==> src/g2j_pkg.sv <==
// Shared constants and lookup functions for the Gregorian to Jalali date converter.
`default_nettype none

package g2j_pkg;

    localparam int unsigned STAGES = 9;

    localparam logic [11:0] EPOCH_YEAR    = 12'd1600;
    localparam logic [11:0] JAL_YEAR_BASE = 12'd946;
    localparam logic [13:0] DAY_OFFSET    = 14'd11973;
    localparam logic [19:0] CYCLE_DAYS    = 20'd12053;
    localparam logic [13:0] GROUP_DAYS    = 14'd1461;
    localparam logic [19:0] YEAR_DAYS     = 20'd365;

    localparam logic [12:0] RECIP_100     = 13'd5243;
    localparam logic [20:0] RECIP_CYCLE   = 21'd1425361;
    localparam logic [27:0] RECIP_GROUP   = 28'd11484;

    localparam logic [3:0]  MONTH_LAST    = 4'd11;

    function automatic logic [8:0] greg_before(input logic [3:0] month);
        logic [8:0] days;
        begin
            case (month)
                4'd1:    days = 9'd0;
                4'd2:    days = 9'd31;
                4'd3:    days = 9'd59;
                4'd4:    days = 9'd90;
                4'd5:    days = 9'd120;
                4'd6:    days = 9'd151;
                4'd7:    days = 9'd181;
                4'd8:    days = 9'd212;
                4'd9:    days = 9'd243;
                4'd10:   days = 9'd273;
                4'd11:   days = 9'd304;
                4'd12:   days = 9'd334;
                default: days = 9'd0;
            endcase
            greg_before = days;
        end
    endfunction

    function automatic logic [8:0] jal_start(input logic [3:0] idx);
        logic [8:0] days;
        begin
            case (idx)
                4'd0:    days = 9'd0;
                4'd1:    days = 9'd31;
                4'd2:    days = 9'd62;
                4'd3:    days = 9'd93;
                4'd4:    days = 9'd124;
                4'd5:    days = 9'd155;
                4'd6:    days = 9'd186;
                4'd7:    days = 9'd216;
                4'd8:    days = 9'd246;
                4'd9:    days = 9'd276;
                4'd10:   days = 9'd306;
                4'd11:   days = 9'd336;
                default: days = 9'd0;
            endcase
            jal_start = days;
        end
    endfunction

endpackage

`default_nettype wire

==> src/gregorian_to_jalali_date.sv <==
// Nine-stage pipelined Gregorian to Jalali date converter.
//
//  channel | valid     | stall     | payload
//  --------+-----------+-----------+-------------------------------------------
//  input   | in_valid  | in_stall  | greg_year, greg_month, greg_day
//  output  | out_valid | out_stall | jal_year, jal_month, jal_day, bad_input
//
// One transfer per cycle sustained while out_stall is low; the stages carry the chain of
// reciprocal multiplies for the 33-year cycle and 4-year group splits.
// Reset clears only the stage valid bits.
// A stall at the output holds the last stage; empty stages upstream keep
// filling, and in_stall rises only once stage one holds an item that cannot move.
`default_nettype none

module gregorian_to_jalali_date (
    input  wire logic        clk,
    input  wire logic        rst_n,
    input  wire logic        in_valid,
    output logic             in_stall,
    input  wire logic [11:0] greg_year,
    input  wire logic [3:0]  greg_month,
    input  wire logic [4:0]  greg_day,
    output logic             out_valid,
    input  wire logic        out_stall,
    output logic [11:0]      jal_year,
    output logic [3:0]       jal_month,
    output logic [4:0]       jal_day,
    output logic             bad_input
);

    localparam int unsigned NS = g2j_pkg::STAGES;

    logic [NS:1]   valid_reg;
    logic [NS:1]   valid_next;
    logic [NS+1:1] adv;

    // stage payloads
    logic        bad1_reg, bad2_reg, bad3_reg, bad4_reg, bad5_reg, bad6_reg, bad7_reg, bad8_reg;
    logic [11:0] gy1_reg;
    logic [3:0]  mon1_reg;
    logic [9:0]  n4_1_reg;
    logic [4:0]  n100_1_reg;
    logic [2:0]  n400_1_reg;
    logic [19:0] y365_1_reg;
    logic [13:0] doff1_reg, doff2_reg;
    logic [19:0] base2_reg;
    logic        leap2_reg;
    logic [19:0] d3_reg, d4_reg;
    logic [6:0]  cyc4_reg;
    logic [13:0] rem5_reg, rem6_reg;
    logic [11:0] jy5_reg, jy6_reg, jy7_reg, jy8_reg;
    logic [3:0]  grp6_reg;
    logic [10:0] r7_reg;
    logic [8:0]  ry8_reg;
    logic [11:0] jal_year_reg;
    logic [3:0]  jal_month_reg;
    logic [4:0]  jal_day_reg;
    logic        bad_input_reg;

    logic        bad1_next;
    logic [11:0] gy1_next;
    logic [9:0]  n4_1_next;
    logic [4:0]  n100_1_next;
    logic [2:0]  n400_1_next;
    logic [19:0] y365_1_next;
    logic [13:0] doff1_next;
    logic [12:0] gy_p3, gy_p99, gy_p399;
    logic [25:0] p100, p400;

    logic [19:0] base2_next;
    logic        leap2_next;
    logic [19:0] d3_next;
    logic [40:0] pcyc;
    logic [6:0]  cyc4_next;
    logic [13:0] rem5_next;
    logic [11:0] jy5_next;
    logic [27:0] pgrp;
    logic [3:0]  grp6_next;
    logic [10:0] r7_next;
    logic [11:0] jy7_next;
    logic [10:0] t8;
    logic [8:0]  ry8_next;
    logic [11:0] jy8_next;
    logic [3:0]  mcnt;
    logic [8:0]  dday;
    logic [11:0] jal_year_next;
    logic [3:0]  jal_month_next;
    logic [4:0]  jal_day_next;

    // flow control
    always_comb
    begin
        adv[NS+1] = !out_stall;
        for (int i = NS; i >= 1; i--)
        begin
            adv[i] = !valid_reg[i] || adv[i+1];
        end
        valid_next[1] = adv[1] ? in_valid : valid_reg[1];
        for (int i = 2; i <= NS; i++)
        begin
            if (adv[i])
                valid_next[i] = valid_reg[i-1];
            else
                valid_next[i] = valid_reg[i];
        end
    end

    assign in_stall = !adv[1];

    always_ff @(posedge clk or negedge rst_n)
    begin
        if (!rst_n)
            valid_reg <= '0;
        else
            valid_reg <= valid_next;
    end

    // stage 1: clamp year, leap counts, month offset
    always_comb
    begin
        bad1_next   = (greg_month == 4'd0) || (greg_month > 4'd12) || (greg_day == 5'd0);
        gy1_next    = (greg_year < g2j_pkg::EPOCH_YEAR) ? 12'd0
                                                        : greg_year - g2j_pkg::EPOCH_YEAR;
        gy_p3       = {1'b0, gy1_next} + 13'd3;
        gy_p99      = {1'b0, gy1_next} + 13'd99;
        gy_p399     = {1'b0, gy1_next} + 13'd399;
        p100        = 26'(gy_p99) * 26'(g2j_pkg::RECIP_100);
        p400        = 26'(gy_p399) * 26'(g2j_pkg::RECIP_100);
        n4_1_next   = gy_p3[11:2];
        n100_1_next = p100[23:19];
        n400_1_next = p400[23:21];
        y365_1_next = 20'(gy1_next) * g2j_pkg::YEAR_DAYS;
        doff1_next  = 14'(g2j_pkg::greg_before(greg_month)) + 14'(greg_day)
                      + g2j_pkg::DAY_OFFSET;
    end

    // stage 2: year base and leap day
    always_comb
    begin
        base2_next = y365_1_reg + 20'(n4_1_reg) + 20'(n400_1_reg) - 20'(n100_1_reg);
        leap2_next = (gy1_reg[1:0] == 2'b00)
                     && ((12'(n100_1_reg) * 12'd100 != gy1_reg)
                         || (12'(n400_1_reg) * 12'd400 == gy1_reg))
                     && (mon1_reg > 4'd2);
    end

    // stage 3: shifted day count
    assign d3_next = base2_reg + 20'(doff2_reg) + 20'(leap2_reg);

    // stage 4: 33-year cycle count
    always_comb
    begin
        pcyc      = 41'(d3_reg) * 41'(g2j_pkg::RECIP_CYCLE);
        cyc4_next = pcyc[40:34];
    end

    // stage 5: cycle remainder and year base
    always_comb
    begin
        rem5_next = 14'(d4_reg - 20'(cyc4_reg) * g2j_pkg::CYCLE_DAYS);
        jy5_next  = g2j_pkg::JAL_YEAR_BASE + 12'(cyc4_reg) * 12'd33;
    end

    // stage 6: 4-year group count
    always_comb
    begin
        pgrp      = 28'(rem5_reg) * g2j_pkg::RECIP_GROUP;
        grp6_next = pgrp[27:24];
    end

    // stage 7: group remainder
    always_comb
    begin
        r7_next  = 11'(rem6_reg - 14'(grp6_reg) * g2j_pkg::GROUP_DAYS);
        jy7_next = jy6_reg + {6'd0, grp6_reg, 2'b00};
    end

    // stage 8: year within group
    always_comb
    begin
        t8 = r7_reg - 11'd1;
        if (r7_reg < 11'd366)
        begin
            ry8_next = r7_reg[8:0];
            jy8_next = jy7_reg;
        end
        else if (t8 >= 11'd1095)
        begin
            ry8_next = 9'(t8 - 11'd1095);
            jy8_next = jy7_reg + 12'd3;
        end
        else if (t8 >= 11'd730)
        begin
            ry8_next = 9'(t8 - 11'd730);
            jy8_next = jy7_reg + 12'd2;
        end
        else
        begin
            ry8_next = 9'(t8 - 11'd365);
            jy8_next = jy7_reg + 12'd1;
        end
    end

    // stage 9: month walk
    always_comb
    begin
        mcnt = 4'd0;
        for (int k = 1; k <= 11; k++)
        begin
            if (ry8_reg >= g2j_pkg::jal_start(4'(k)))
                mcnt = mcnt + 4'd1;
        end
        dday = ry8_reg - g2j_pkg::jal_start(mcnt) + 9'd1;
        if (bad8_reg)
        begin
            jal_year_next  = 12'd0;
            jal_month_next = 4'd0;
            jal_day_next   = 5'd0;
        end
        else
        begin
            jal_year_next  = jy8_reg;
            jal_month_next = mcnt + 4'd1;
            jal_day_next   = dday[4:0];
        end
    end

    always_ff @(posedge clk)
    begin
        if (adv[1])
        begin
            bad1_reg   <= bad1_next;
            gy1_reg    <= gy1_next;
            mon1_reg   <= greg_month;
            n4_1_reg   <= n4_1_next;
            n100_1_reg <= n100_1_next;
            n400_1_reg <= n400_1_next;
            y365_1_reg <= y365_1_next;
            doff1_reg  <= doff1_next;
        end
        if (adv[2])
        begin
            bad2_reg  <= bad1_reg;
            base2_reg <= base2_next;
            leap2_reg <= leap2_next;
            doff2_reg <= doff1_reg;
        end
        if (adv[3])
        begin
            bad3_reg <= bad2_reg;
            d3_reg   <= d3_next;
        end
        if (adv[4])
        begin
            bad4_reg <= bad3_reg;
            d4_reg   <= d3_reg;
            cyc4_reg <= cyc4_next;
        end
        if (adv[5])
        begin
            bad5_reg <= bad4_reg;
            rem5_reg <= rem5_next;
            jy5_reg  <= jy5_next;
        end
        if (adv[6])
        begin
            bad6_reg <= bad5_reg;
            rem6_reg <= rem5_reg;
            grp6_reg <= grp6_next;
            jy6_reg  <= jy5_reg;
        end
        if (adv[7])
        begin
            bad7_reg <= bad6_reg;
            r7_reg   <= r7_next;
            jy7_reg  <= jy7_next;
        end
        if (adv[8])
        begin
            bad8_reg <= bad7_reg;
            ry8_reg  <= ry8_next;
            jy8_reg  <= jy8_next;
        end
        if (adv[9])
        begin
            jal_year_reg  <= jal_year_next;
            jal_month_reg <= jal_month_next;
            jal_day_reg   <= jal_day_next;
            bad_input_reg <= bad8_reg;
        end
    end

    assign out_valid = valid_reg[NS];
    assign jal_year  = jal_year_reg;
    assign jal_month = jal_month_reg;
    assign jal_day   = jal_day_reg;
    assign bad_input = bad_input_reg;

`ifndef SYNTH
    a_bad_zero: assert property (@(posedge clk) disable iff (!rst_n)
        out_valid && bad_input |-> jal_year == 12'd0 && jal_month == 4'd0 && jal_day == 5'd0)
        else $error("bad input result carries nonzero date");

    a_good_range: assert property (@(posedge clk) disable iff (!rst_n)
        out_valid && !bad_input |-> jal_month >= 4'd1 && jal_month <= 4'd12
                                     && jal_day >= 5'd1)
        else $error("Jalali month or day out of range");

    a_cycle_rem: assert property (@(posedge clk) disable iff (!rst_n)
        valid_reg[5] |-> rem5_reg < 14'(g2j_pkg::CYCLE_DAYS))
        else $error("33-year cycle remainder not reduced");

    a_enter: assert property (@(posedge clk) disable iff (!rst_n)
        in_valid && !in_stall |=> valid_reg[1])
        else $error("accepted transfer lost at stage one");
`endif

endmodule

`default_nettype wire
==> config.mk <==
export PLATFORM = sky130hd
export DESIGN_NAME = gregorian_to_jalali_date
export DESIGN_NICKNAME = d
export VERILOG_FILES = /design/src/g2j_pkg.sv /design/src/gregorian_to_jalali_date.sv
export SDC_FILE = /design/constraint.sdc
export NUM_CORES = 2
export LEC_CHECK = 0
export ABC_CLOCK_PERIOD_IN_PS = 16750
export BUFFER_PORTS_ARGS = -buffer_cell sky130_fd_sc_hd__buf_2
export CAP_MARGIN = 40
export CORE_AREA = 2 2 312 314
export DETAILED_ROUTE_END_ITERATION = 6
export DIE_AREA = 0 0 314 316
export GPL_TIMING_DRIVEN = 0
export SYNTH_ARGS = -nofsm -noshare
export SYNTH_HDL_FRONTEND = slang
export SYNTH_SLANG_ARGS = --single-unit
==> constraint.sdc <==
create_clock -name clk -period 16.75 [get_ports clk]
set_clock_uncertainty 0.2 [all_clocks]
set_input_delay 1.675 -clock clk [delete_from_list [all_inputs] [get_ports clk]]
set_output_delay 1.675 -clock clk [all_outputs]
set_load 0.005 [all_outputs]
==> results.sh <==
export IMPL_slew_headroom_pct=41.8
export IMPL_busiest_layer="met2"
export IMPL_synth_cell_types=93
export IMPL_num_rows=114
export IMPL_ys_ff_latch=276
export IMPL_postCtsHoldBufs=0
export IMPL_async_flop_share_pct=3.26
export IMPL_final_nets=4484
export IMPL_diodes=0
export IMPL_drt_pass1_iterations=5
export IMPL_ios=49
export IMPL_synth_edf_count=267
export IMPL_setup_ws_ns=6.71
export IMPL_grt_usage_pct=13.8
export IMPL_post_cts_resized=0
export IMPL_synthFlopType="edfxtp_1"
export IMPL_critPathMaxStageDelay_ns=0.48
export IMPL_path_class="reg2reg"
export IMPL_num_vias=21400
export IMPL_syn_area_sq_um=35200
export IMPL_wl_per_cell_um=13.8
export IMPL_setup_viol=0
export IMPL_met2_usage_pct=26.6
export IMPL_hold_viol=0
export IMPL_gp_congestion=0.826
export IMPL_fillers=9334
export IMPL_layout_drive_gt1_share_pct=5.02
export IMPL_antenna_found_initial=0
export IMPL_grt_met1_usage_pct=16.5
export IMPL_dpl_hpwl_um=55400
export IMPL_design_core_area_sq_um=96000
export IMPL_cpMostUsedCell="ha_1"
export IMPL_synth_warnings=0
export IMPL_io_buffers=47
export IMPL_syn_area_per_cell_sq_um=10.8
export IMPL_drc=0
export IMPL_cts_root_buf="clkbuf_16"
export IMPL_die_w_um=314
export IMPL_yosysSeqAreaShare_pct=23.4
export IMPL_critPathArrivalTime_ns=10.09
export IMPL_drv_slew=0
export IMPL_cts_sinks=276
export IMPL_setup_tns_ns=0
export IMPL_r2r_slack_ns=6.71
export IMPL_met3_usage_pct=1.57
export IMPL_clock_fmax_ghz=0.0996
export IMPL_final_antenna_net_count=0
export IMPL_vias_per_cell=4.59
export IMPL_clk_latency_ns=0.54
export IMPL_rsz0062_at_grt="no"
export IMPL_critPathMaxFanout=10
export IMPL_hold_start="doff1_reg[3]$_DFFE_PN_"
export IMPL_slowest_stage="mux2i_1"
export IMPL_post_cts_buffers=0
export IMPL_drv_cap=0
export IMPL_crit_path_start_kind="register"
export IMPL_clkTransAtPathRegs_ns=0.06
export IMPL_r2r_start="ry8_reg[7]$_DFFE_PP_"
export IMPL_dp_slack_ns=6.55
export IMPL_grt_pass1_wl_um=112000
export IMPL_timing_critical_path_from="ry8_reg[7]$_DFFE_PP_"
export IMPL_htreeDepth=2
export IMPL_syn_inst=3256
export IMPL_die_area_sq_um=99200
export IMPL_max_slew_worst_pin_slew_ns=0.872
export IMPL_fin_crit_sh_pct=59.9
export IMPL_worstHoldPathType="reg2reg"
export IMPL_drt_iter0_drc=649
export IMPL_grt_max_degree=56
export IMPL_grt_pass1_vias=22900
export IMPL_layout_min_cycle_time_ns=10.04
export IMPL_routed_wl_um=64100
export IMPL_cts_buffers_inserted=35
export IMPL_grt_remaining_overflow=0
export IMPL_status="finished, final reports clean"
export IMPL_die_h_um=316
export IMPL_start_util_pct=36.6
export IMPL_area_growth_pct=9.03
export IMPL_cp_end_kind="register"
export IMPL_cts_tree="yes"
export IMPL_clockBufferDepth=3
export IMPL_crit_required_ns=16.81
==> cell families after synthesis <==
family / after synthesis / synth area share (%)
xor gates and xnor gates: 221 / 5.78
AOI/OAI and AO/OA: 349 / 6.39
DFF: 276 / 23.4
buffers and inverters: 863 / 9.31
adders and majority gates: 1097 / 48.0
other: 2 / 0.0213
and+or+nand+nor: 416 / 6.02
muxes: 32 / 1.03
==> metal layers <==
metal / wire [um] / vias to the layer above
li1: - / 10800
met1: 26900 / 10300
met2: 34400 / 228
met3: 1660 / 74
met4: 1200 / 0
met5: 0 / -
==> layout make-up <==
type | count | area, sq um | area share, %
clock inverters | 19 | 169 | 0.440
well taps | 1276 | 1600 | 4.16
plain buffers | 21 | 114 | 0.297
multi-input cells | 2129 | 23700 | 61.8
repair buffers | 57 | 390 | 1.02
clock buffers | 44 | 961 | 2.51
flip-flops and latches | 276 | 8240 | 21.5
inverters | 842 | 3160 | 8.24
==> worst paths after layout <==
check                                      endpoint  depth (start not counted)
min                          doff2_reg[3]$_DFFE_PP_                          0
max reg2reg                jal_day[4]$_SDFFCE_PP0P_                         42
max                        jal_day[4]$_SDFFCE_PP0P_                         42
min reg2reg                  doff2_reg[3]$_DFFE_PP_                          0
max in group asynchronous  valid_reg[2]$_DFFE_PN0P_                          1
min in group asynchronous  valid_reg[8]$_DFFE_PN0P_                          1
==> cells in the final DEF, fill, tap and decap left out, drive strengths merged, types with 6 or more instances in the layout <==
master,instances
clkbuf,58
a21boi,14
xor2,63
nand4,13
nor2,98
inv,842
mux2,12
or4,6
nand3,43
nor2b,39
edfxtp,267
o21a,13
mux2i,19
a31oi,9
clkinv,14
o211ai,11
ha,675
buf,64
fa,422
and2,10
conb,14
o22ai,8
nor4,11
o21bai,14
nand2b,23
a21oi,101
or3,8
xnor2,156
and3,18
a211oi,10
nand2,98
or2,8
o21ai,83
dfrtp,9
a21o,43
nor3,26
==> worst max-delay path, delay by kind of cell, from the launching register on <==
family	cells	cell delay, ns
compound gates	9	1.75
fa+ha+maj	12	3.42
buf+inv	4	0.43
flops	1	0.42
xor+xnor	2	0.30
mux	5	1.50
simple gates	10	1.73
==> synthesized netlist by cell type, drive strengths merged (19+ instances only) <==
cell	instances	share of area [%]
mux2i	19	0.58
nand2	98	1.1
edfxtp	267	23
xor2	63	1.6
o21ai	83	1.2
inv	841	9.0
ha	675	24
a21oi	101	1.4
nor2b	39	0.69
fa	422	24
xnor2	156	4.1
a21o	43	0.92
nor3	26	0.38
nor2	98	1.1
nand2b	23	0.41
nand3	43	0.64
==> through the flow <==
step	instances	instance area [sq um]	hold slack (ns)	util (%)
2_1_floorplan	3268	35200	0.200	-
3_3_place_gp	4591	37100	0.202	38.6
3_5_place_dp	4601	37200	0.205	38.8
4_1_cts	4664	38400	0.207	40.0
5_1_grt	4664	38400	0.218	40.0
6_report	4664	38400	0.209	40.0
Power is not shown: default switching activity piles up to over one toggle a cycle in this logic, so the estimate is an artifact.
